### src/sv/assert_macros.svh
// Assertion macros used by the modulo pipeline of the ECMP next-hop selector.
`ifndef ASSERT_MACROS_SVH
`define ASSERT_MACROS_SVH

// Concurrent assertion on an explicit clock and active-low reset.
`define ASSERT_AT(lbl, clk, rstn, prop, msg) \
  lbl: assert property (@(posedge clk) disable iff (!rstn) (prop)) else $error(msg);

// Concurrent assertion on the default clock and reset of this project.
`define ASSERT_DEF(lbl, prop, msg) \
  `ASSERT_AT(lbl, clk_i, rst_ni, prop, msg)

`endif

### src/sv/ecmp_pkg.sv
// Shared widths, hash constants and payload types of the ECMP next-hop selector.
package ecmp_pkg;

  localparam int HashW        = 32;
  localparam int CountW       = 7;
  localparam int IndexW       = 6;
  localparam int RemW         = IndexW;
  localparam int DivStages    = 4;
  localparam int BitsPerStage = HashW / DivStages;

  localparam logic [CountW-1:0] MaxNextHops = 7'd64;

  localparam logic [HashW-1:0] MurC1    = 32'hcc9e2d51;
  localparam logic [HashW-1:0] MurC2    = 32'h1b873593;
  localparam logic [HashW-1:0] MixAdd   = 32'he6546b64;
  localparam logic [HashW-1:0] Fmix1    = 32'h85ebca6b;
  localparam logic [HashW-1:0] Fmix2    = 32'hc2b2ae35;
  localparam logic [HashW-1:0] KeyBytes = 32'd12;

  localparam logic [7:0] ProtoTcp  = 8'h06;
  localparam logic [7:0] ProtoUdp  = 8'h11;
  localparam logic [7:0] ProtoFc   = 8'hFC;
  localparam logic [7:0] ProtoFd   = 8'hFD;

  // Finished hash on its way into the modulo pipeline.
  typedef struct packed {
    logic [HashW-1:0]  hash;
    logic [CountW-1:0] divisor;
    logic              no_route;
  } mod_req_t;

endpackage

### src/sv/ecmp_mod_pipe.sv
// Pipelined remainder of the 32-bit hash by the next-hop count.
`include "assert_macros.svh"

module ecmp_mod_pipe import ecmp_pkg::*; (
  input  logic              clk_i,
  input  logic              rst_ni,
  input  logic              in_valid_i,
  output logic              in_ready_o,
  input  mod_req_t          in_req_i,
  output logic              out_valid_o,
  input  logic              out_ready_i,
  output logic [IndexW-1:0] next_hop_index_o,
  output logic              no_route_o,
  output logic [HashW-1:0]  hash_value_o
);

  typedef struct packed {
    logic [HashW-1:0]  hash;
    logic [RemW-1:0]   rem;
    logic [CountW-1:0] divisor;
    logic              no_route;
  } mod_stage_t;

  // Restoring division over one slice of dividend bits, most significant first.
  function automatic logic [RemW-1:0] div_step(input logic [RemW-1:0]         r,
                                               input logic [BitsPerStage-1:0] bits,
                                               input logic [CountW-1:0]       d);
    logic [CountW-1:0] t;
    logic [RemW-1:0]   acc;
    acc = r;
    for (int i = BitsPerStage - 1; i >= 0; i--) begin
      t = {acc, bits[i]};
      if (t >= d) begin
        t = t - d;
      end
      acc = t[RemW-1:0];
    end
    return acc;
  endfunction

  logic [DivStages-1:0] valid_q;
  logic [DivStages-1:0] valid_in;
  logic [DivStages:0]   rdy;
  mod_stage_t           stage_q  [DivStages];
  mod_stage_t           stage_in [DivStages];

  assign rdy[DivStages] = out_ready_i;
  assign valid_in[0]    = in_valid_i;
  assign stage_in[0]    = '{hash: in_req_i.hash, rem: '0, divisor: in_req_i.divisor,
                            no_route: in_req_i.no_route};

  for (genvar s = 0; s < DivStages; s++) begin : g_stage
    if (s > 0) begin : g_link
      assign valid_in[s] = valid_q[s-1];
      assign stage_in[s] = stage_q[s-1];
    end

    // A stage takes a new transaction when it is empty or its content moves on.
    assign rdy[s] = !valid_q[s] || rdy[s+1];

    always_ff @(posedge clk_i or negedge rst_ni) begin
      if (!rst_ni) begin
        valid_q[s] <= 1'b0;
      end else if (rdy[s]) begin
        valid_q[s] <= valid_in[s];
      end
    end

    always_ff @(posedge clk_i) begin
      if (rdy[s] && valid_in[s]) begin
        stage_q[s].hash     <= stage_in[s].hash;
        stage_q[s].divisor  <= stage_in[s].divisor;
        stage_q[s].no_route <= stage_in[s].no_route;
        stage_q[s].rem      <= div_step(stage_in[s].rem,
            stage_in[s].hash[HashW-1-s*BitsPerStage -: BitsPerStage],
            stage_in[s].divisor);
      end
    end
  end

  assign in_ready_o       = rdy[0];
  assign out_valid_o      = valid_q[DivStages-1];
  assign hash_value_o     = stage_q[DivStages-1].hash;
  assign no_route_o       = stage_q[DivStages-1].no_route;
  assign next_hop_index_o = stage_q[DivStages-1].no_route ? '0 : stage_q[DivStages-1].rem;

  `ASSERT_DEF(a_rem_below_divisor,
      out_valid_o && !no_route_o |-> {1'b0, next_hop_index_o} < stage_q[DivStages-1].divisor,
      "remainder not below next-hop count")
  `ASSERT_DEF(a_no_route_matches_count,
      out_valid_o |-> no_route_o == (stage_q[DivStages-1].divisor == '0),
      "no-route flag disagrees with next-hop count")
  `ASSERT_DEF(a_last_stage_holds,
      out_valid_o && !out_ready_i |=> out_valid_o && $stable(stage_q[DivStages-1].rem),
      "stalled result changed")

endmodule

### config.mk
export PLATFORM = sky130hd
export DESIGN_NAME = ecmp_mod_pipe
export DESIGN_NICKNAME = d
export VERILOG_FILES = /design/src/sv/ecmp_pkg.sv /design/src/sv/ecmp_mod_pipe.sv
export VERILOG_INCLUDE_DIRS = /design/src /design/src/sv
export SDC_FILE = /design/constraint.sdc
export NUM_CORES = 1
export LEC_CHECK = 0
export BUFFER_PORTS_ARGS = -buffer_cell sky130_fd_sc_hd__buf_4
export CAP_MARGIN = 20
export CORE_ASPECT_RATIO = 0.8
export CORE_MARGIN = 1
export CORE_UTILIZATION = 50
export DETAILED_ROUTE_END_ITERATION = 6
export PLACE_DENSITY = 0.67
export SYNTH_ARGS = -nofsm -noshare
export SYNTH_HDL_FRONTEND = slang
export SYNTH_SLANG_ARGS = --single-unit
### constraint.sdc
create_clock -name clk_i -period 33.9 [get_ports clk_i]
set_clock_uncertainty 0.05 [all_clocks]
set_input_delay 6.78 -clock clk_i [delete_from_list [all_inputs] [get_ports clk_i]]
set_output_delay 6.78 -clock clk_i [all_outputs]
set_load 0.005 [all_outputs]
* Yosys cells after proc, flatten, opt, wreduce, memory -nomap -nowiden
Memory sizes are Yosys's and may differ from the RTL's.
Index checks and enable logic that the tools add are counted.
** Word-level totals
- Register bits :: 4
- Memory bits (writable) :: 184
- Bits of input ports :: 44
- Output and inout bits :: 41
- Logic and storage cells :: 154
- Memories kept :: 1
** Cells by class
- $add $sub $neg :: 32
- Order comparisons :: 32
- Mux-type cells :: 73
- Reductions and logical operators :: 12
** Memories
- stage_q :: depth 4, bits a word 46, read ports 4, clocked after Yosys merged registers in 0, write ports 4, RTL line ecmp_mod_pipe.sv:44 : mod_stage_t stage_q [DivStages];
** Operators with widths (count)
- $mux W6 :: 65
- $ge A7 B7 Y1 :: 31
- $sub A6 B6 Y6 :: 31
- $mux W1 :: 8
- $ge A1 B7 Y1 :: 1
- $sub A1 B6 Y6 :: 1
- $logic_and A1 B1 Y1 :: 4
- $logic_not A1 Y1 :: 4
- $logic_or A1 B1 Y1 :: 4

* Longest topological paths before layout
Gate-level depths: netlist (run 1).
- Word-level depth :: 28
- Gate-level depth with buffers :: 67
- Depth with buffers taken out :: 62

* Worst setup path before layout (run 1)
OpenSTA, ideal clock, no wires.
- Kind :: input to register
- Start :: input port in_req_i[2] in the netlist's numbering
- End :: memory stage_q[0][10] in the netlist's numbering, data pin
- Library setup time :: 0.260 ns
- Arrival time :: 17.691 ns
- Data required time :: 33.590 ns
- Slack :: 15.900 ns
- Cell stages on the path :: 50
- Path buffers :: 3
- Cells stage by stage :: nor4_1 > and3_1 > o21ai_0 > a21oi_1 > ha_1 > a21oi_1 > o21ai_0 > nor2_1 > mux2_2 > ha_1 > and4_1 > o21a_1 > a21oi_1 > clkbuf_1 > mux2_2 > ha_1 > a2111oi_0 > o21ai_0 > (+14 left out) > mux2_2 > inv_1 > ha_1 > nor2b_1 > o31a_1 > o31a_1 > o31ai_1 > nand2b_1 > mux2i_1 > ha_1 > nor2b_1 > o21a_1 > o21ai_1 > a21oi_1 > o31a_1 > or2_2 > clkbuf_1 > mux2_2
** RTL lines
- from (decl) :: RTL line ecmp_mod_pipe.sv:9 : input mod_req_t in_req_i,
- to (decl) :: RTL line ecmp_mod_pipe.sv:44

==> metrics.txt, run 1 <==
Clock Sinks 181; Final Setup Violations 0; Vias around 13000; Clk pin slew, worst setup/hold paths ~0.08 ns; Core Region between 30000 and 40000 sq um; Initial Utilization 0.509; CP max stage delay 0.62 ns; leading post-synthesis cells by cell area edfxtp_1 32%, ha_1 17%, a21oi_1 3.8%; die width 206 um; top cells by count, synth 219 x ha_1, 177 x edfxtp_1, 147 x inv_1; fin crit period ~20 ns; RePlAce Congestion 0.899; Hold Vio Cnt, Final 0; Final HPWL DP 29200 um; Vias/cell just under 6; nets 2052; Synth cell types 80; Synth Area in Adders 0.202; fin cells 2198; Initial DRC Count 799; Synth Area in XOR/XNOR 0.0496; first-pass GRT wire length a little over 60000 um; DRT antenna net count 0; H-tree Lvls 4; Net Count, Synth 1990; ratio of cells with drive above 1 in the final layout 0.112; top-count cell post-synth ha_1; cell mode on critical path ha_1; Syn. warnings 0; CP endpoint kind flop; post-synthesis simple-gate area fraction 0.122; # resized after CTS 0; total wire length 38700 um; Worst EP arrival 19.82 ns; clock buffer depth 2; Root Buffer clkbuf_16; antenna cells 0; Final Slew Violations 0; Num CTS Buffers 17; Compound-Gate Fraction of Synth Area 0.199; area of the die 33900 sq um; Max Clk Rate 0.0508 GHz; fin util 0.554; Register Area 5420 sq um; largest family of logic cells by synthesized area adder cells; largest net degree at the start of global routing 47; total of max-cap violations 0; FF-to-FF path depth 54; Multi-input gate area ~10000 sq um; synthesized instance count 1696; critical path's slowest cell a21oi_1; RSZ-0062 raised after global routing false; Hold Path Class flop to flop; asr flop ratio synth 0.0221; drt pass-1 iters 7; fin crit share 0.581; area grow syn2layout 8.87%; Syn Area/Cell 9.79 sq um; Post-synth EDFFs 177; worst slew pin tran 0.777 ns; CTS tree done; largest fanout on the critical path 12; Most used DFF post-synth edfxtp_1; die extent in y 165 um; DRC 0; Hold Path Depth 0; Post-Syn Area between 15000 and 20000 sq um; initial antenna violation count 0; share of the yosys chip area belonging to registers 0.326; area leader, netlist edfxtp_1; GRT Util Overall 0.233; vias in the first global route 12300; crit start category primary input; Ports 85; TNS Setup 0 ns; Cells after DPL 2165; fillers 2894; Wirelength per Cell 17.6 um; Critical Path RT around 34 ns; row count a little under 60; Skew-Pair Late Insertion Delay 0.44 ns; post-synthesis mux area share 0.0488; #FFs+latches synth between 150 and 200; status completed; post-synth top area share 0.320; critical path class primary input to flop; Slew HR 0.482; port bufs 84; GRT Residual Overflow 0; post-CTS setup repair buffer count 0; cts hold-fix bufs 0
[critical path, delay by kind of cell]
kind	cells	cell delay [ns]
AO/OA/AOI/OAI	22	6.10
AND/OR/NAND/NOR	11	2.85
multiplexers	5	1.92
adder cells (fa/ha/maj)	7	1.83
buffers and inverters	3	0.31
[path summary, 6_finish.rpt]
path                           startpoint              to  slack (ns)
setup / recovery              in_req_i[2]  stage_q[0][10]       14.22
hold / removal             stage_q[0][15]  stage_q[1][15]        0.36
setup reg to reg            stage_q[0][2]  stage_q[1][12]       17.42
hold reg to reg            stage_q[0][15]  stage_q[1][15]        0.36
max in group asynchronous          rst_ni     valid_in[2]       27.63
min in group asynchronous          rst_ni     valid_in[1]        6.07
[area by class of cell]
class	instances	area share
multi-input combinational	1322	0.572
sequential	181	0.300
timing repair buffer	89	0.0368
inverter	147	0.0305
tap	427	0.0296
clock buffer	17	0.0235
clock inverter	15	0.00776
[kinds of logic (layout without fill, tap and decap cells)]
logic type	count (synthesis)	after routing
muxes	75	75
AOI/OAI and AO/OA	499	499
xor gates and xnor gates	94	94
buffers and inverters	193	268
and+or+nand+nor	404	404
DFF	181	181
adders and majority gates	250	250
[cells in the final DEF (no fill, tap or decap), types with 14 or more instances in the layout]
cell and count:
nor3_1 16, or3_1 14, edfxtp_1 177, ha_1 219, a21oi_1 127, o21ai_0 110
buf_4 88, mux2_2 46, o211ai_1 18, mux2i_1 28, a211oi_1 15, fa_1 31
nand3_1 16, xnor2_1 65, o31a_1 19, nand2_1 112, nor2_1 87, clkbuf_16 17
xor2_1 29, o21a_1 38, a31oi_1 19, nand2b_1 38, a21o_1 56, nand4_1 15
nor2b_1 50, inv_1 147
[registers in the layout, indices dropped and copies added (netlist names)]
signal,cells
stage_q,177
valid_in,3
out_valid_o,1
[metal layers]
layer | global-route usage | vias up | wire length (um)
li1 | - | 6377 | -
met1 | 0.334 | 6032 | 19200
met2 | 0.370 | 286 | 17300
met3 | 0.0294 | 40 | 1700
met4 | 0.0572 | 0 | 554
met5 | 0 | - | 0
[stage by stage]
stage,hold WS [ns],cell area (sq um),worst slack [ns]
detailed placement,0.355,17500,13.95
CTS,0.368,18100,14.42
finish,0.364,18100,14.22
global route,0.374,18100,13.31
floorplan,0.350,16600,15.90
global placement,0.351,17500,14.39
Power of run 1 is not shown: default switching activity piles up to over one toggle a cycle in this logic, so the estimate is an artifact.
==> run 2, diff against run 1 <==
clock period = 20 ns   (was 33.9 ns; I/O delays follow)
==> metrics.txt, run 2 (synthesis results as in run 1) <==
status completed (unchanged); row count 59 (unchanged); RSZ-0062 raised after global routing false (unchanged); Critical Path RT 20.14 ns (was 34.04 ns); Wirelength per Cell 17.7 um (was 17.6 um); Initial DRC Count 879 (was 799); total of max-cap violations 0 (unchanged); cell mode on critical path ha_1 (unchanged); Clock Sinks 181 (unchanged); RePlAce Congestion 0.884 (was 0.899); Top delay family on crit path compound AO/OA/AOI/OAI gates (unchanged); fin crit share 0.836; DRC 0 (unchanged); total wire length 39000 um (was 38700 um); Clk pin slew, worst setup/hold paths 0.08 ns (about the same); post-CTS setup repair buffer count 0 (unchanged); Biggest register stage_q (unchanged); worst r2r dst stage_q[1][12] (unchanged); # resized after CTS 0 (unchanged); Max Clk Rate 0.0598 GHz; Buffers & Inverters on Critical Path 3 (unchanged); GRT Residual Overflow 0 (unchanged); largest fanout on the critical path 12 (unchanged); first-pass GRT wire length 63100 um (was 62300 um); Root Buffer clkbuf_16 (unchanged); Initial Utilization 0.509 (unchanged); initial antenna violation count 0 (unchanged); vias in the first global route 12400 (was 12300); area grow syn2layout 8.99% (was 8.87%); largest net degree at the start of global routing 47 (unchanged); Hold Crit Start stage_q[2][22] (was stage_q[0][15]); Hold Path Depth 0 (unchanged); Hold Path Class flop to flop (unchanged); commonest non-fill, non-tap cell in the layout ha_1 (unchanged); GRT Util Overall 0.236 (was 0.233); die extent in y 165 um (unchanged); critical path's slowest cell a21oi_1 (unchanged); Hold Path End stage_q[3][22] (was stage_q[1][15]); FF-to-FF path depth 54 (unchanged); Worst R2R Setup Slack 3.45 ns (was 17.42 ns); final instance area 18100 sq um (about the same); port bufs 84 (unchanged); antenna cells 0 (unchanged); Skew-Pair Late Insertion Delay 0.44 ns (about the same); DRT antenna net count 0 (unchanged); Vias/cell 5.82 (was 5.79); worst slew pin tran 0.785 ns (was 0.777 ns); ratio of cells with drive above 1 in the final layout 0.113 (was 0.112); Placed Instance Area 17500 sq um (unchanged); Final Setup Violations 0 (unchanged); drt pass-1 iters 5 (was 7); die width 206 um (unchanged); CP max stage delay 0.66 ns (was 0.62 ns); most frequent cells in the layout 219 x ha_1, 177 x edfxtp_1, 147 x inv_1 (unchanged); Slew HR 0.477 (was 0.482); Hold Vio Cnt, Final 0 (unchanged); cts hold-fix bufs 0 (unchanged); nets 2052 (unchanged); Num CTS Buffers 17 (unchanged); critical path class primary input to flop (unchanged); Worst EP arrival 16.86 ns (was 19.82 ns); CTS tree done (unchanged); CP endpoint kind flop (unchanged); fin crit period 16.72 ns; setup ws final 3.28 ns (was 14.22 ns); pre-CTS WS 2.94 ns (was 13.95 ns); H-tree Lvls 4 (unchanged); Final Slew Violations 0 (unchanged); Final HPWL DP 29300 um (was 29200 um); Core Region 32600 sq um (unchanged); TNS Setup 0 ns (unchanged); area of the die 33900 sq um (unchanged); max FFs per register 177 (unchanged); crit start category primary input (unchanged); Vias 12800 (was 12700); reg2reg start stage_q[0][2] (unchanged); Ports 85 (unchanged); clock buffer depth 2 (unchanged)
-- run 2: cell count changes in the layout (fill, tap and decap cells not counted) --
| cell | change |
|---|---|
| clkinv_4 | -4 |
| clkbuf_8 | +2 |
| clkinvlp_4 | +2 |
| clkinv_1 | -1 |
| clkinv_2 | -1 |
| inv_6 | +1 |
| inv_8 | +1 |
-- run 2: per-layer routing --
| metal | track usage | share of wire |
|---|---|---|
| met1 | 0.339 | 0.50 |
| met2 | 0.373 | 0.44 |
| met3 | 0.0284 | 0.039 |
| met4 | 0.0626 | 0.016 |
| met5 | 0 | 0 |
-- run 2: final cells by class --
class	instances	area, sq um
fill	2907	14500
inverter	147	552
clock inverter	13	131
multi-input combinational	1322	10300
sequential	181	5420
tap	427	534
clock buffer	19	453
timing repair buffer	89	666
-- run 2: how the worst max path moves through the flow --
stage / from / endpoint / slack [ns] / depth (start not counted)
after CTS: in_req_i[2] / stage_q[0][10] / 3.43 / 51
final: in_req_i[2] / stage_q[0][10] / 3.28 / 51
after floorplan: in_req_i[2] / stage_q[0][10] / 4.78 / 50
after global routing: stage_q[0][2] / stage_q[1][12] / 2.22 / 54
after global placement: in_req_i[2] / stage_q[0][9] / 3.29 / 48
after detailed placement: in_req_i[2] / stage_q[0][9] / 2.94 / 49
-- run 2: worst register-to-register path: cells and delay by family, from the launching register on --
| family | cells | cell delay (ns) |
|---|---|---|
| compound gates | 27 | 6.70 |
| fa+ha+maj | 8 | 2.71 |
| buf+inv | 3 | 0.62 |
| flops | 1 | 0.57 |
| mux | 7 | 3.15 |
| simple gates | 9 | 2.49 |
-- run 2: metrics by stage --
step	utilization	cells	hold WS, ns
finish	0.554	2198	0.368
global route	0.554	2198	0.370
CTS	0.554	2197	0.365
detailed placement	0.536	2165	0.355
global placement	0.536	2165	0.351
floorplan	-	1696	0.350
Power of run 2 is left out for the same reason.
==> run 3, diff against run 2 <==
ABC_AREA = 1   (was unset)
clock period = 16 ns   (was 20 ns; I/O delays follow)
==> metrics.txt, run 3 <==
drt pass-1 iters 7 (was 5); TNS Setup 0 ns (unchanged); antenna cells 0 (unchanged); Root Buffer clkbuf_16 (unchanged); H-tree Lvls 4 (unchanged); area leader, netlist edfxtp_1 (unchanged); synthesized instance count 2056 (was 1696); row count 60 (was 59); RSZ-0062 raised after global routing false (unchanged); # resized after CTS 0 (unchanged); ratio of cells with drive above 1 in the final layout 0.144 (was 0.113); critical path class primary input to flop (unchanged); Biggest register stage_q (unchanged); total wire length 38300 um (was 39000 um); met3 WL 1790 um (was 1530 um); nets 2423 (was 2052); Ports 85 (unchanged); CTS tree done (unchanged); Net Count, Synth 2350 (was 1990); cts hold-fix bufs 0 (unchanged); leading post-synthesis cells by cell area edfxtp_1 31%, ha_1 16%, nand2_1 11% (was edfxtp_1 32%, ha_1 17%, a21oi_1 3.8%); largest fanout on the critical path 9 (was 12); fillers 3014 (was 2907); RePlAce Congestion 0.931 (was 0.884); Clk pin slew, worst setup/hold paths 0.08 ns (about the same); post-CTS setup repair buffer count 0 (unchanged); asr flop ratio synth 0.0221 (unchanged); fin crit period 12.69 ns; Post-Syn Area 17000 sq um (was 16600 sq um); commonest non-fill, non-tap cell in the layout nand2_1 (was ha_1); Syn Area/Cell 8.29 sq um (was 9.79 sq um); DRT antenna net count 0 (unchanged); Slew HR 0.498 (was 0.477); Vias 13600 (was 12800); post-synth top area share 0.312 (was 0.320); GRT Residual Overflow 0 (unchanged); Wirelength per Cell 14.9 um (was 17.7 um); top cells by count, synth 485 x nand2_1, 275 x inv_1, 219 x ha_1 (was 219 x ha_1, 177 x edfxtp_1, 147 x inv_1); Critical Path RT 16.14 ns (was 20.14 ns); Clock Sinks 181 (unchanged); worst slew pin tran 0.753 ns (was 0.785 ns); Max Clk Rate slightly below 0.08 GHz; Vias/cell 5.26 (was 5.82); initial antenna violation count 0 (unchanged); vias in the first global route 12700 (was 12400); met2 routed WL 16900 um (was 17300 um); die extent in y 167 um (was 165 um); Syn. warnings 0 (unchanged); Hold Path Class flop to flop (unchanged); Final Slew Violations 0 (unchanged); Initial Utilization 0.508 (was 0.509); #FFs+latches synth 181 (unchanged); Most used DFF post-synth edfxtp_1 (unchanged); first-pass GRT wire length 62300 um (was 63100 um); Final HPWL DP 29400 um (was 29300 um); Hold Vio Cnt, Final 0 (unchanged); Initial DRC Count 943 (was 879); Core Region 33600 sq um (was 32600 sq um); top-count cell post-synth nand2_1 (was ha_1); Worst EP arrival 12.83 ns (was 16.86 ns); fin crit share 0.793; Synth cell types 55 (was 80); Num CTS Buffers 17 (unchanged); most frequent cells in the layout 485 x nand2_1, 273 x inv_1, 219 x ha_1 (was 219 x ha_1, 177 x edfxtp_1, 147 x inv_1); max FFs per register 177 (unchanged); clock buffer depth 2 (unchanged); die width 208 um (was 206 um); area grow syn2layout 8.71% (was 8.99%); CP max stage delay 0.39 ns (was 0.66 ns); Metal-1 WL 18900 um (was 19500 um); cell mode on critical path nand2_1 (was ha_1); GRT Util Overall 0.224 (was 0.236); total of max-cap violations 0 (unchanged); top layer in use met4 (unchanged); crit start category primary input (unchanged); area of the die 34800 sq um (was 33900 sq um); Post-synth EDFFs 177 (unchanged); largest net degree at the start of global routing 47 (unchanged); share of the yosys chip area belonging to registers 0.318 (was 0.326); status completed (unchanged); critical path's slowest cell ha_1 (was a21oi_1); Final Setup Violations 0 (unchanged); port bufs 84 (unchanged); Skew-Pair Late Insertion Delay 0.45 ns (was 0.44 ns); fin util 0.552 (was 0.554); DRC 0 (unchanged); CP endpoint kind flop (unchanged)
## run 3: cell count changes in the layout (fill, tap and decap cells not counted), sizes merged, moves of 33 or more
cell    previous run  this run
nor2b             52         0
mux2              47         0
nand3             16       193
nand2b            38         0
xnor2             65        31
xor2              29        62
nand2            112       521
inv              155       315
a21o              57        11
## run 3: routing by layer
metal / up-vias / GRT usage
met1: 6227 / 0.317
met2: 284 / 0.358
met3: 44 / 0.0349
met5: - / 0
met4: 0 / 0.0554
li1: 7004 / -
## run 3: cell type report
type                            count  area (sq um)  share of cell area
Timing Repair Buffer               89           668              0.0361
Tap cell                          434           543              0.0293
Inverter                          311          1170              0.0630
Clock buffer                       19           433              0.0234
Sequential cell                   181          5420               0.292
Multi-Input combinational cell   1529         10200               0.551
Clock inverter                     13          97.6             0.00527
## run 3: per-stage QoR
step | setup slack (ns) | hold WS, ns | area [sq um] | std cells
2_1_floorplan | 4.35 | 0.350 | 17000 | 2056
3_3_place_gp | 3.39 | 0.352 | 18000 | 2544
3_5_place_dp | 3.01 | 0.355 | 18000 | 2544
4_1_cts | 3.47 | 0.360 | 18500 | 2576
5_1_grt | 2.33 | 0.370 | 18500 | 2576
6_report | 3.31 | 0.357 | 18500 | 2576
## run 3: kinds of logic after synthesis
logic type      count (synthesis)  share of synthesized area
simple gates                  924                      0.261
buf+inv                       346                     0.0844
compound gates                259                     0.0903
fa+ha+maj                     250                      0.197
flops                         181                      0.318
xor+xnor                       93                     0.0478
mux                             3                    0.00176
## run 3: worst paths after layout
check                           cells after the start      startpoint             end  slack, ns
worst max-delay path                               60     in_req_i[1]   stage_q[0][8]       3.31
worst min-delay path                                0  stage_q[0][42]  stage_q[1][42]       0.36
worst max register to register                     69   stage_q[1][2]  stage_q[2][13]       4.16
worst min register to register                      0  stage_q[0][42]  stage_q[1][42]       0.36
max in group asynchronous                           1          rst_ni     valid_in[1]      13.31
min in group asynchronous                           1          rst_ni     out_valid_o       2.49
## run 3: critical path, delay by kind of cell
family,cells,cell delay [ns]
buffers and inverters,11,1.45
AO/OA/AOI/OAI,11,1.73
AND/OR/NAND/NOR,30,3.83
adder cells (fa/ha/maj),8,2.60
Power of run 3 is left out for the same reason.
